[src/rtl/bprm_pkg.sv]
// Shared types, widths and constants for the RMS/peak/crest/transient meter.
// No dependencies; used by all rtl modules through scoped names.
package bprm_pkg;

   localparam int NUM_LANES   = 8;
   localparam int SMP_W       = 16;
   localparam int SUM_W       = 19;
   localparam int RECIP_W     = 27;
   localparam int RECIP_SHIFT = 26;
   localparam int MONO_W      = 17;
   localparam int PEAK_W      = 17;
   localparam int SS_W        = 47;
   localparam int FRAME_W     = 17;
   localparam int TC_W        = 16;
   localparam int LOG_W       = 26;
   localparam int LOG_FRAC_W  = 20;
   localparam int LQ_W        = 28;
   localparam int DB_W        = 17;
   localparam int CREST_W     = 16;
   localparam int DENS_W      = 17;
   localparam int DIV_NUM_W   = 32;
   localparam int REQ_DATA_W  = 128;
   localparam int RSP_DATA_W  = 72;
   localparam int CSR_DATA_W  = 16;

   localparam logic [FRAME_W-1:0] MAX_FRAMES    = 17'd65536;
   localparam logic [TC_W-1:0]    MAX_TRANS     = 16'd65535;
   localparam logic [SS_W-1:0]    SS_LIMIT      = {SS_W{1'b1}};
   localparam logic [25:0]        DB_PER_OCT    = 26'd50504453;
   localparam logic [DB_W-1:0]    DB_FLOOR_MAG  = 17'd61440;
   localparam logic [DENS_W-1:0]  DENS_MAX      = 17'd65536;

   localparam logic [0:0] REG_CHANNEL_COUNT = 1'd0;
   localparam logic [0:0] REG_THRESHOLD     = 1'd1;

   localparam logic [1:0] LOG_SEL_SS = 2'd0;
   localparam logic [1:0] LOG_SEL_FC = 2'd1;
   localparam logic [1:0] LOG_SEL_PK = 2'd2;

   localparam logic DB_SEL_RMS  = 1'b0;
   localparam logic DB_SEL_PEAK = 1'b1;

   typedef struct packed {
      logic       load;
      logic       sum;
      logic       mono;
      logic       acc;
      logic       log_start;
      logic [1:0] log_sel;
      logic       log_cap;
      logic       div_start;
      logic       db_mult;
      logic       db_sel;
      logic       db_cap;
      logic       out_write;
   } dp_cmd_type;

   typedef struct packed {
      logic last;
      logic log_done;
      logic div_idle;
      logic out_free;
   } dp_sts_type;

   // ceil(2^26 / d) for truncating division of the lane sum
   function automatic logic [RECIP_W-1:0] recip(input logic [3:0] d);
      logic [RECIP_W-1:0] r;
      case (d)
         4'd2:    r = 27'd33554432;
         4'd3:    r = 27'd22369622;
         4'd4:    r = 27'd16777216;
         4'd5:    r = 27'd13421773;
         4'd6:    r = 27'd11184811;
         4'd7:    r = 27'd9586981;
         4'd8:    r = 27'd8388608;
         default: r = 27'd67108864;
      endcase
      return r;
   endfunction

endpackage

[src/rtl/bprm_ctrl.sv]
// Sequencer for frame accumulation and end-of-block result computation.
// Depends on bprm_pkg.
module bprm_ctrl (
   input  logic                  clock,
   input  logic                  reset,
   input  logic                  req_tvalid,
   output logic                  req_tready,
   input  bprm_pkg::dp_sts_type  sts,
   output bprm_pkg::dp_cmd_type  cmd
);

   localparam logic [3:0] S_IDLE = 4'd0;
   localparam logic [3:0] S_SUM  = 4'd1;
   localparam logic [3:0] S_MONO = 4'd2;
   localparam logic [3:0] S_ACC  = 4'd3;
   localparam logic [3:0] S_LS0  = 4'd4;
   localparam logic [3:0] S_LW0  = 4'd5;
   localparam logic [3:0] S_LS1  = 4'd6;
   localparam logic [3:0] S_LW1  = 4'd7;
   localparam logic [3:0] S_LS2  = 4'd8;
   localparam logic [3:0] S_LW2  = 4'd9;
   localparam logic [3:0] S_M0   = 4'd10;
   localparam logic [3:0] S_R0   = 4'd11;
   localparam logic [3:0] S_M1   = 4'd12;
   localparam logic [3:0] S_R1   = 4'd13;
   localparam logic [3:0] S_OUT  = 4'd14;

   logic [3:0] state_ff, state_in;

   assign req_tready = (state_ff == S_IDLE);

   always_comb begin
      state_in = state_ff;
      cmd      = '0;
      unique case (state_ff)
         S_IDLE: begin
            if (req_tvalid) begin
               cmd.load = 1'b1;
               state_in = S_SUM;
            end
         end
         S_SUM: begin
            cmd.sum  = 1'b1;
            state_in = S_MONO;
         end
         S_MONO: begin
            cmd.mono = 1'b1;
            state_in = S_ACC;
         end
         S_ACC: begin
            cmd.acc  = 1'b1;
            state_in = sts.last ? S_LS0 : S_IDLE;
         end
         S_LS0: begin
            cmd.log_start = 1'b1;
            cmd.log_sel   = bprm_pkg::LOG_SEL_SS;
            cmd.div_start = 1'b1;
            state_in      = S_LW0;
         end
         S_LW0: begin
            cmd.log_sel = bprm_pkg::LOG_SEL_SS;
            if (sts.log_done) begin
               cmd.log_cap = 1'b1;
               state_in    = S_LS1;
            end
         end
         S_LS1: begin
            cmd.log_start = 1'b1;
            cmd.log_sel   = bprm_pkg::LOG_SEL_FC;
            state_in      = S_LW1;
         end
         S_LW1: begin
            cmd.log_sel = bprm_pkg::LOG_SEL_FC;
            if (sts.log_done) begin
               cmd.log_cap = 1'b1;
               state_in    = S_LS2;
            end
         end
         S_LS2: begin
            cmd.log_start = 1'b1;
            cmd.log_sel   = bprm_pkg::LOG_SEL_PK;
            state_in      = S_LW2;
         end
         S_LW2: begin
            cmd.log_sel = bprm_pkg::LOG_SEL_PK;
            if (sts.log_done) begin
               cmd.log_cap = 1'b1;
               state_in    = S_M0;
            end
         end
         S_M0: begin
            cmd.db_mult = 1'b1;
            cmd.db_sel  = bprm_pkg::DB_SEL_RMS;
            state_in    = S_R0;
         end
         S_R0: begin
            cmd.db_cap = 1'b1;
            cmd.db_sel = bprm_pkg::DB_SEL_RMS;
            state_in   = S_M1;
         end
         S_M1: begin
            cmd.db_mult = 1'b1;
            cmd.db_sel  = bprm_pkg::DB_SEL_PEAK;
            state_in    = S_R1;
         end
         S_R1: begin
            cmd.db_cap = 1'b1;
            cmd.db_sel = bprm_pkg::DB_SEL_PEAK;
            state_in   = S_OUT;
         end
         S_OUT: begin
            if (sts.div_idle && sts.out_free) begin
               cmd.out_write = 1'b1;
               state_in      = S_IDLE;
            end
         end
         default: state_in = S_IDLE;
      endcase
   end

   always_ff @(posedge clock) begin
      if (reset) begin
         state_ff <= S_IDLE;
      end else begin
         state_ff <= state_in;
      end
   end

endmodule

[config.mk]
export PLATFORM = sky130hd
export DESIGN_NAME = bprm_ctrl
export DESIGN_NICKNAME = d
export VERILOG_FILES = /design/src/rtl/bprm_pkg.sv /design/src/rtl/bprm_ctrl.sv
export SDC_FILE = /design/constraint.sdc
export NUM_CORES = 1
export LEC_CHECK = 0
export ABC_AREA = 1
export BUFFER_PORTS_ARGS = -buffer_cell sky130_fd_sc_hd__buf_2
export CAP_MARGIN = 20
export CORE_AREA = 10 10 47 49
export CTS_CLUSTER_SIZE = 28
export DETAILED_ROUTE_END_ITERATION = 10
export DIE_AREA = 0 0 57 59
export PLACE_DENSITY_LB_ADDON = 0.25
export SLEW_MARGIN = 20
export SYNTH_ARGS = -nofsm -noshare
export SYNTH_HDL_FRONTEND = slang
export SYNTH_SLANG_ARGS = --single-unit
[constraint.sdc]
create_clock -name clock -period 1.25 [get_ports clock]
set_input_delay 0.1875 -clock clock [delete_from_list [all_inputs] [get_ports clock]]
set_output_delay 0.1875 -clock clock [all_outputs]
set_load 0.01 [all_outputs]
==> reports/metrics.cfg, run 1 <==
[routing]
viasPerCell = 4.375
wire_per_inst_um = 11.00
routed_wirelength_mm = 1.320
ant_nets = 0
drt_iter0_drc = 7
drc = 0
first_pass_iters = 2
via_count = 525

[sta]
relSlewSlack = 0.8444
setup_viol = 8
finalClockSkew_ns = 0.004431
fin_crit_sh = 1.071
drv_slew = 0
rsz0062_at_grt = yes
finalHoldViolations = 0
worst_slew_pin_slew_ns = 0.2309
min_period_ns = 1.338
setup_ws_ns = -0.08843
fmax_mhz = 747.1

[placement]
dp_cells = 113
port_buffers = 20
place_ws_ns = 0.03720
gp_congestion = 0.7861
place_area_um2 = 570.5
place_hpwl_mm = 1.100

[power_and_ir_drop]
power_frac_seq = 0.242
p_clk_frac = 0.184
power.density_nw_per_um2 = 1207
p_sw_uw = 389.0
pwr-share-comb = 0.574
power.internal_uw = 480.9
ir_drop_mv = 0.7581
netSwitchingFraction = 0.4472
power.total_uw = 869.8
cellLeakagePower_uw = 0.0003916

[critical_path]
critPathArrivalTime_ns = 1.15
crit_path_top_delay_cell = dfxtp_4
worstSetupEndpointType = primary output
slowest_delay_ns = 0.36
cp-start-kind = flop
cp.required_ns = 1.06
path_cells = buf_6 > nor2_4 > inv_2 > o22ai_1 > buf_2
crit_fanout = 4
criticalPathCategory = reg -> out
rr_worst_depth = 10

[synthesis]
synth.avg_cell_area_um2 = 5.735
syn_inst = 72
synth_top_cell_by_area = dfxtp_1
synth_edf_count = 0
yosys_warnings = 0
synth_flop_cell = dfxtp_1
async_flop_share = 0
synth.distinct_cells = 18
synth_top_cell_area_share = 0.1939
yosysSeqAreaShare = 0.1939
ys_ff_latch = 4
synth.area.top_cells = dfxtp_1 (19%), nor2_1 (15%), inv_1 (13%), nand2_2 (7.6%), nand2_1 (7.3%)
synth_area_um2 = 412.9
syn_nets = 79

[cells_and_area]
final_cells = 120
drive_gt1_frac = 0.6827
final_design_area_no_fill_um2 = 720.7
area_growth_pct = 74.55
largest_register = state_ff
num-fill-cells = 146
largest_registers = state_ff (4)
finalNetCount = 113
largest_register_ffs = 4
antenna_cells = 0

[clocking]
cts_tree = yes
clkTransAtPathRegs_ns = 0.04
clock-root-buffer = clkbuf_4
clk_latency_ns = 0.24
numCtsBuffers = 3
cts_max_level = 1
cts.path.max_buffers = 2
cts_num_sinks = 4

[global_route]
grt_first_pass_wirelength_mm = 2.187
grt_max_degree = 8
grt_usage = 0.08076
antenna_found_initial = 0
grt_overflow = 0
grt_pass1_vias = 508

[outcome]
status = finished with violations
violations = setup timing

[die]
fp.dieW_um = 57
coreArea_um2 = 1401
die_y_um = 59
io_pins = 21
die_area_um2 = 3363
num_rows = 14
start_util = 0.2946

[worst_hold_path]
hold_class = in -> reg
hold_depth = 2

[flow_run]
drv_cap = 0

-- layout make-up --
cell class,instances,area [um^2],share of cell area
repair buffers,29,178.9,0.2483
flip-flops and latches,4,95.09,0.1319
multi-input cells,50,330.3,0.4583
clock buffers,3,22.52,0.03125
well taps,16,20.02,0.02778
inverters,18,73.82,0.1024
-- routing by layer --
metal	up-vias	share of wire	track usage
li1	287	-	-
met2	18	0.45	0.1240
met5	-	0	0
met3	5	0.083	0.02790
met4	0	0.024	0.06040
met1	215	0.44	0.09025
-- critical path: cells and delay by family, from the launching register on --
family / cells / cell delay [ns]
AO/OA/AOI/OAI: 1 / 0.13
buffers and inverters: 3 / 0.33
flip-flops: 1 / 0.36
AND/OR/NAND/NOR: 1 / 0.09
-- logic make-up (layout without fill, tap and decap cells) --
family / Yosys count / count (layout) / share of synthesized area
simple gates: 43 / 43 / 0.5333
buf+inv: 18 / 50 / 0.1667
compound gates: 7 / 7 / 0.1061
flops: 4 / 4 / 0.1939
-- synth_stat cells (2+ instances only) --
master / count
nand3_1: 5
dfxtp_1: 4
o22ai_1: 2
nand2_1: 8
o21ai_0: 2
nand2_2: 5
nor3_1: 3
inv_2: 3
inv_1: 14
nand3_2: 2
nor2_1: 17
-- per-stage QoR --
step | util | hold slack [ns] | setup TNS (ns)
after global placement | 0.4071 | 0.3647 | 0
final | 0.5143 | 0.1101 | -0.2542
after global routing | 0.5143 | 0.1176 | -1.251
after floorplan | - | 0.2499 | 0
after CTS | 0.4598 | 0.1053 | -0.6855
after detailed placement | 0.4071 | 0.3621 | 0
-- placed cells by master, fill, tap and decap left out --
| cell | Yosys | routed |
|---|---|---|
| a21oi_2 | 1 | 1 |
| buf_2 | 0 | 20 |
| buf_4 | 0 | 6 |
| buf_6 | 0 | 3 |
| clkbuf_4 | 0 | 3 |
| clkinv_2 | 1 | 1 |
| dfxtp_4 | 0 | 4 |
| inv_1 | 14 | 7 |
| inv_2 | 3 | 8 |
| inv_4 | 0 | 2 |
| nand2_1 | 8 | 7 |
| nand2_2 | 5 | 4 |
| nand2_4 | 0 | 2 |
| nand3_1 | 5 | 4 |
| nand3_2 | 2 | 3 |
| nand3_4 | 1 | 1 |
| nor2_1 | 17 | 10 |
| nor2_2 | 1 | 6 |
| nor2_4 | 1 | 3 |
| nor3_2 | 0 | 3 |
| o211ai_1 | 1 | 1 |
| o21ai_0 | 2 | 2 |
| o21ai_1 | 1 | 1 |
| o22ai_1 | 2 | 1 |
| o22ai_2 | 0 | 1 |
-- path summary, 6_finish.rpt --
| kind | from | end | slack, ns |
|---|---|---|---|
| hold reg to reg | state_ff[2] | state_ff[2] | 0.61 |
| setup / recovery | state_ff[1] | cmd[1] | -0.09 |
| setup reg to reg | state_ff[1] | state_ff[2] | 0.09 |
| hold / removal | reset | state_ff[1] | 0.11 |
-- timing repair --
item,in CTS,in global routing
pin swaps,6,7
gates resized for setup,16,21
endpoints found under the hold margin,0,0
setup endpoints to repair,13,13
setup buffers,2,2
hold buffers,0,0
-- power groups by stage --
| stage | Clock (uW) | Combinational, uW | Sequential [uW] |
|---|---|---|---|
| finish | 160 | 499 | 211 |
| floorplan | 0 | 247 | 190 |
| global placement | 0 | 393 | 188 |
| global route | 171 | 556 | 217 |
| detailed placement | 0 | 397 | 189 |
| CTS | 167 | 424 | 202 |
(Power assumes the default switching activity.)
==> inputs of run 2 (changes only) <==
BUFFER_PORTS_ARGS = unset   (was -buffer_cell sky130_fd_sc_hd__buf_2)
CAP_MARGIN = unset   (was 20)
DONT_BUFFER_PORTS = 1   (was unset)
SLEW_MARGIN = 5   (was 20)
==> reports/metrics.cfg, run 2 (synthesized netlist as in run 1, its figures left out) <==
[global_route]
grt_overflow = 0  ; unchanged
grt_max_degree = 8  ; unchanged
antenna_found_initial = 0  ; unchanged
grt_first_pass_wirelength_mm = 2.145  ; -1.9%
grt_usage = 0.07849  ; -0.002273
grt_pass1_vias = 484  ; -4.7%

[cells_and_area]
final_design_area_no_fill_um2 = 695.7  ; -3.5%
final_cell_mix = buf_4 (11), nor2_4 (9), inv_2 (7), nand2_1 (7), nor2_1 (7)
antenna_cells = 0  ; unchanged
largest_register_ffs = 4  ; unchanged
drive_gt1_frac = 0.6782  ; -0.004531
area_growth_pct = 68.48
finalNetCount = 96  ; -15%
largest_registers = state_ff (4)
layout_commonest_cell = buf_4
largest_register = state_ff

[critical_path]
path_cells = nor2_4 > inv_4 > nor3_2 > buf_4
slowest_delay_ns = 0.37  ; about the same
r2r-start = state_ff[3]
worstSetupEndpointType = primary output
cp.required_ns = 1.06  ; about the same
critPathArrivalTime_ns = 1.11  ; -0.04 ns
cp-start-kind = flop
reg2reg_to = state_ff[0]
r2r_slack_ns = 0.09  ; about the same
criticalPathCategory = reg -> out
crit_path_top_delay_cell = dfxtp_4
rr_worst_depth = 8  ; -2
crit_fanout = 5  ; +1

[power_and_ir_drop]
power_frac_seq = 0.245  ; +0.003
power.density_nw_per_um2 = 1249  ; +3.5%
power.internal_uw = 455.4  ; -5.3%
ir_drop_mv = 0.5481  ; -28%
pwr-share-comb = 0.580  ; +0.006
p_clk_frac = 0.176  ; -0.008
cellLeakagePower_uw = 0.0003095  ; -21%
p_sw_uw = 413.4  ; +6.3%
netSwitchingFraction = 0.4758  ; +0.02867

[die]
fp.dieW_um = 57  ; unchanged
die_y_um = 59  ; unchanged
die_area_um2 = 3363  ; unchanged
num_rows = 14  ; unchanged
coreArea_um2 = 1401  ; unchanged
start_util = 0.2946  ; unchanged
io_pins = 21  ; unchanged

[sta]
setup_ws_ns = -0.05245  ; +0.03598 ns
fmax_mhz = 767.8  ; +2.8%
whs_ns = 0.1235  ; +0.01345 ns
setup_viol = 5  ; -3
rsz0062_at_grt = yes
finalHoldViolations = 0  ; unchanged
min_period_ns = 1.302  ; -0.03598 ns
drv_slew = 0  ; unchanged
finalClockSkew_ns = 0.002177  ; -0.002254 ns
fin_crit_sh = 1.042  ; -0.02878
worst_slew_pin_slew_ns = 0.2909  ; +0.05996 ns
relSlewSlack = 0.8056  ; -0.03881

[routing]
via_count = 480  ; -8.6%
ant_nets = 0  ; unchanged
first_pass_iters = 4  ; +2
viasPerCell = 4.660  ; +6.5%
drt_iter0_drc = 2  ; -5
drc = 0  ; unchanged
wire_per_inst_um = 11.81  ; +7.3%
routed_wirelength_mm = 1.216  ; -7.9%

[clocking]
cts_max_level = 1  ; unchanged
clkTransAtPathRegs_ns = 0.04  ; about the same
cts.path.max_buffers = 2  ; unchanged
clock-root-buffer = clkbuf_4
cts_tree = yes
cts_num_sinks = 4  ; unchanged
numCtsBuffers = 3  ; unchanged
clk_latency_ns = 0.23  ; about the same

[outcome]
violations = setup timing
status = finished with violations

[placement]
port_buffers = 0  ; -100%
place_hpwl_um = 974.4  ; -11%
gp_congestion = 0.7694  ; -2.1%
place_area_um2 = 485.5  ; -15%
place_ws_ns = 0.01299  ; -0.02421 ns

[worst_hold_path]
worstHoldStart = reset
hold_depth = 3  ; +1
hold_class = in -> reg
whs_endpoint = state_ff[3]

[flow_run]
drv_cap = 0  ; unchanged

## run 2: cell types whose count changed in the layout (fill, tap and decap cells not counted), sizes merged
cell,delta
buf,-18
dlygate4sd3,+1
## run 2: routing by layer
layer  global-route usage  vias to the layer above  routed length, um
met3              0.03219                        2                132
met5                    0                        -                  0
met2               0.1209                       17                563
met1              0.08393                      207                511
met4              0.06040                        0                  8
li1                     -                      254                  -
## run 2: worst max path at each step
| stage | startpoint | endpoint | slack [ns] |
|---|---|---|---|
| finish | state_ff[3] | cmd[12] | -0.05 |
| global route | state_ff[2] | cmd[5] | -0.12 |
| CTS | state_ff[1] | cmd[5] | -0.11 |
| detailed placement | state_ff[0] | cmd[1] | 0.01 |
| global placement | state_ff[2] | cmd[5] | 0.02 |
| floorplan | state_ff[1] | cmd[5] | 0.09 |
## run 2: final cells by class
class                   count  area [um^2]
fillers                   148        705.7
multi-input cells          50        386.6
well taps                  16        20.02
repair buffers             12        92.59
clock buffers               3        22.52
flip-flops and latches      4        95.09
inverters                  18        78.83
## run 2: what timing repair did
action                                 4_1_cts  5_1_grt
endpoints found under the hold margin        1        0
setup buffers                                4        0
setup endpoints to repair                   13       14
pin swaps                                    7        9
gates resized for setup                     37       12
hold buffers                                 1        0
## run 2: critical path: cells and delay by family, from the launching register on
family | cells | cell delay [ns]
simple gates | 2 | 0.29
buf+inv | 2 | 0.22
flops | 1 | 0.37
## run 2: power groups by stage
stage,combinational (uW),clock [uW],sequential (uW)
after floorplan,247,0,190
after global placement,344,0,192
after detailed placement,340,0,192
after CTS,465,164,211
after global routing,550,168,218
final,504,153,212
## run 2: per-stage QoR
stage / utilization / instances / power [uW] / TNS [ns]
2_1_floorplan: - / 72 / 437.5 / 0
5_1_grt: 0.4964 / 103 / 937.0 / -0.5046
4_1_cts: 0.4714 / 103 / 840.2 / -0.2254
6_report: 0.4964 / 103 / 868.8 / -0.1321
3_5_place_dp: 0.3464 / 95 / 532.5 / 0
3_3_place_gp: 0.3464 / 95 / 535.3 / 0
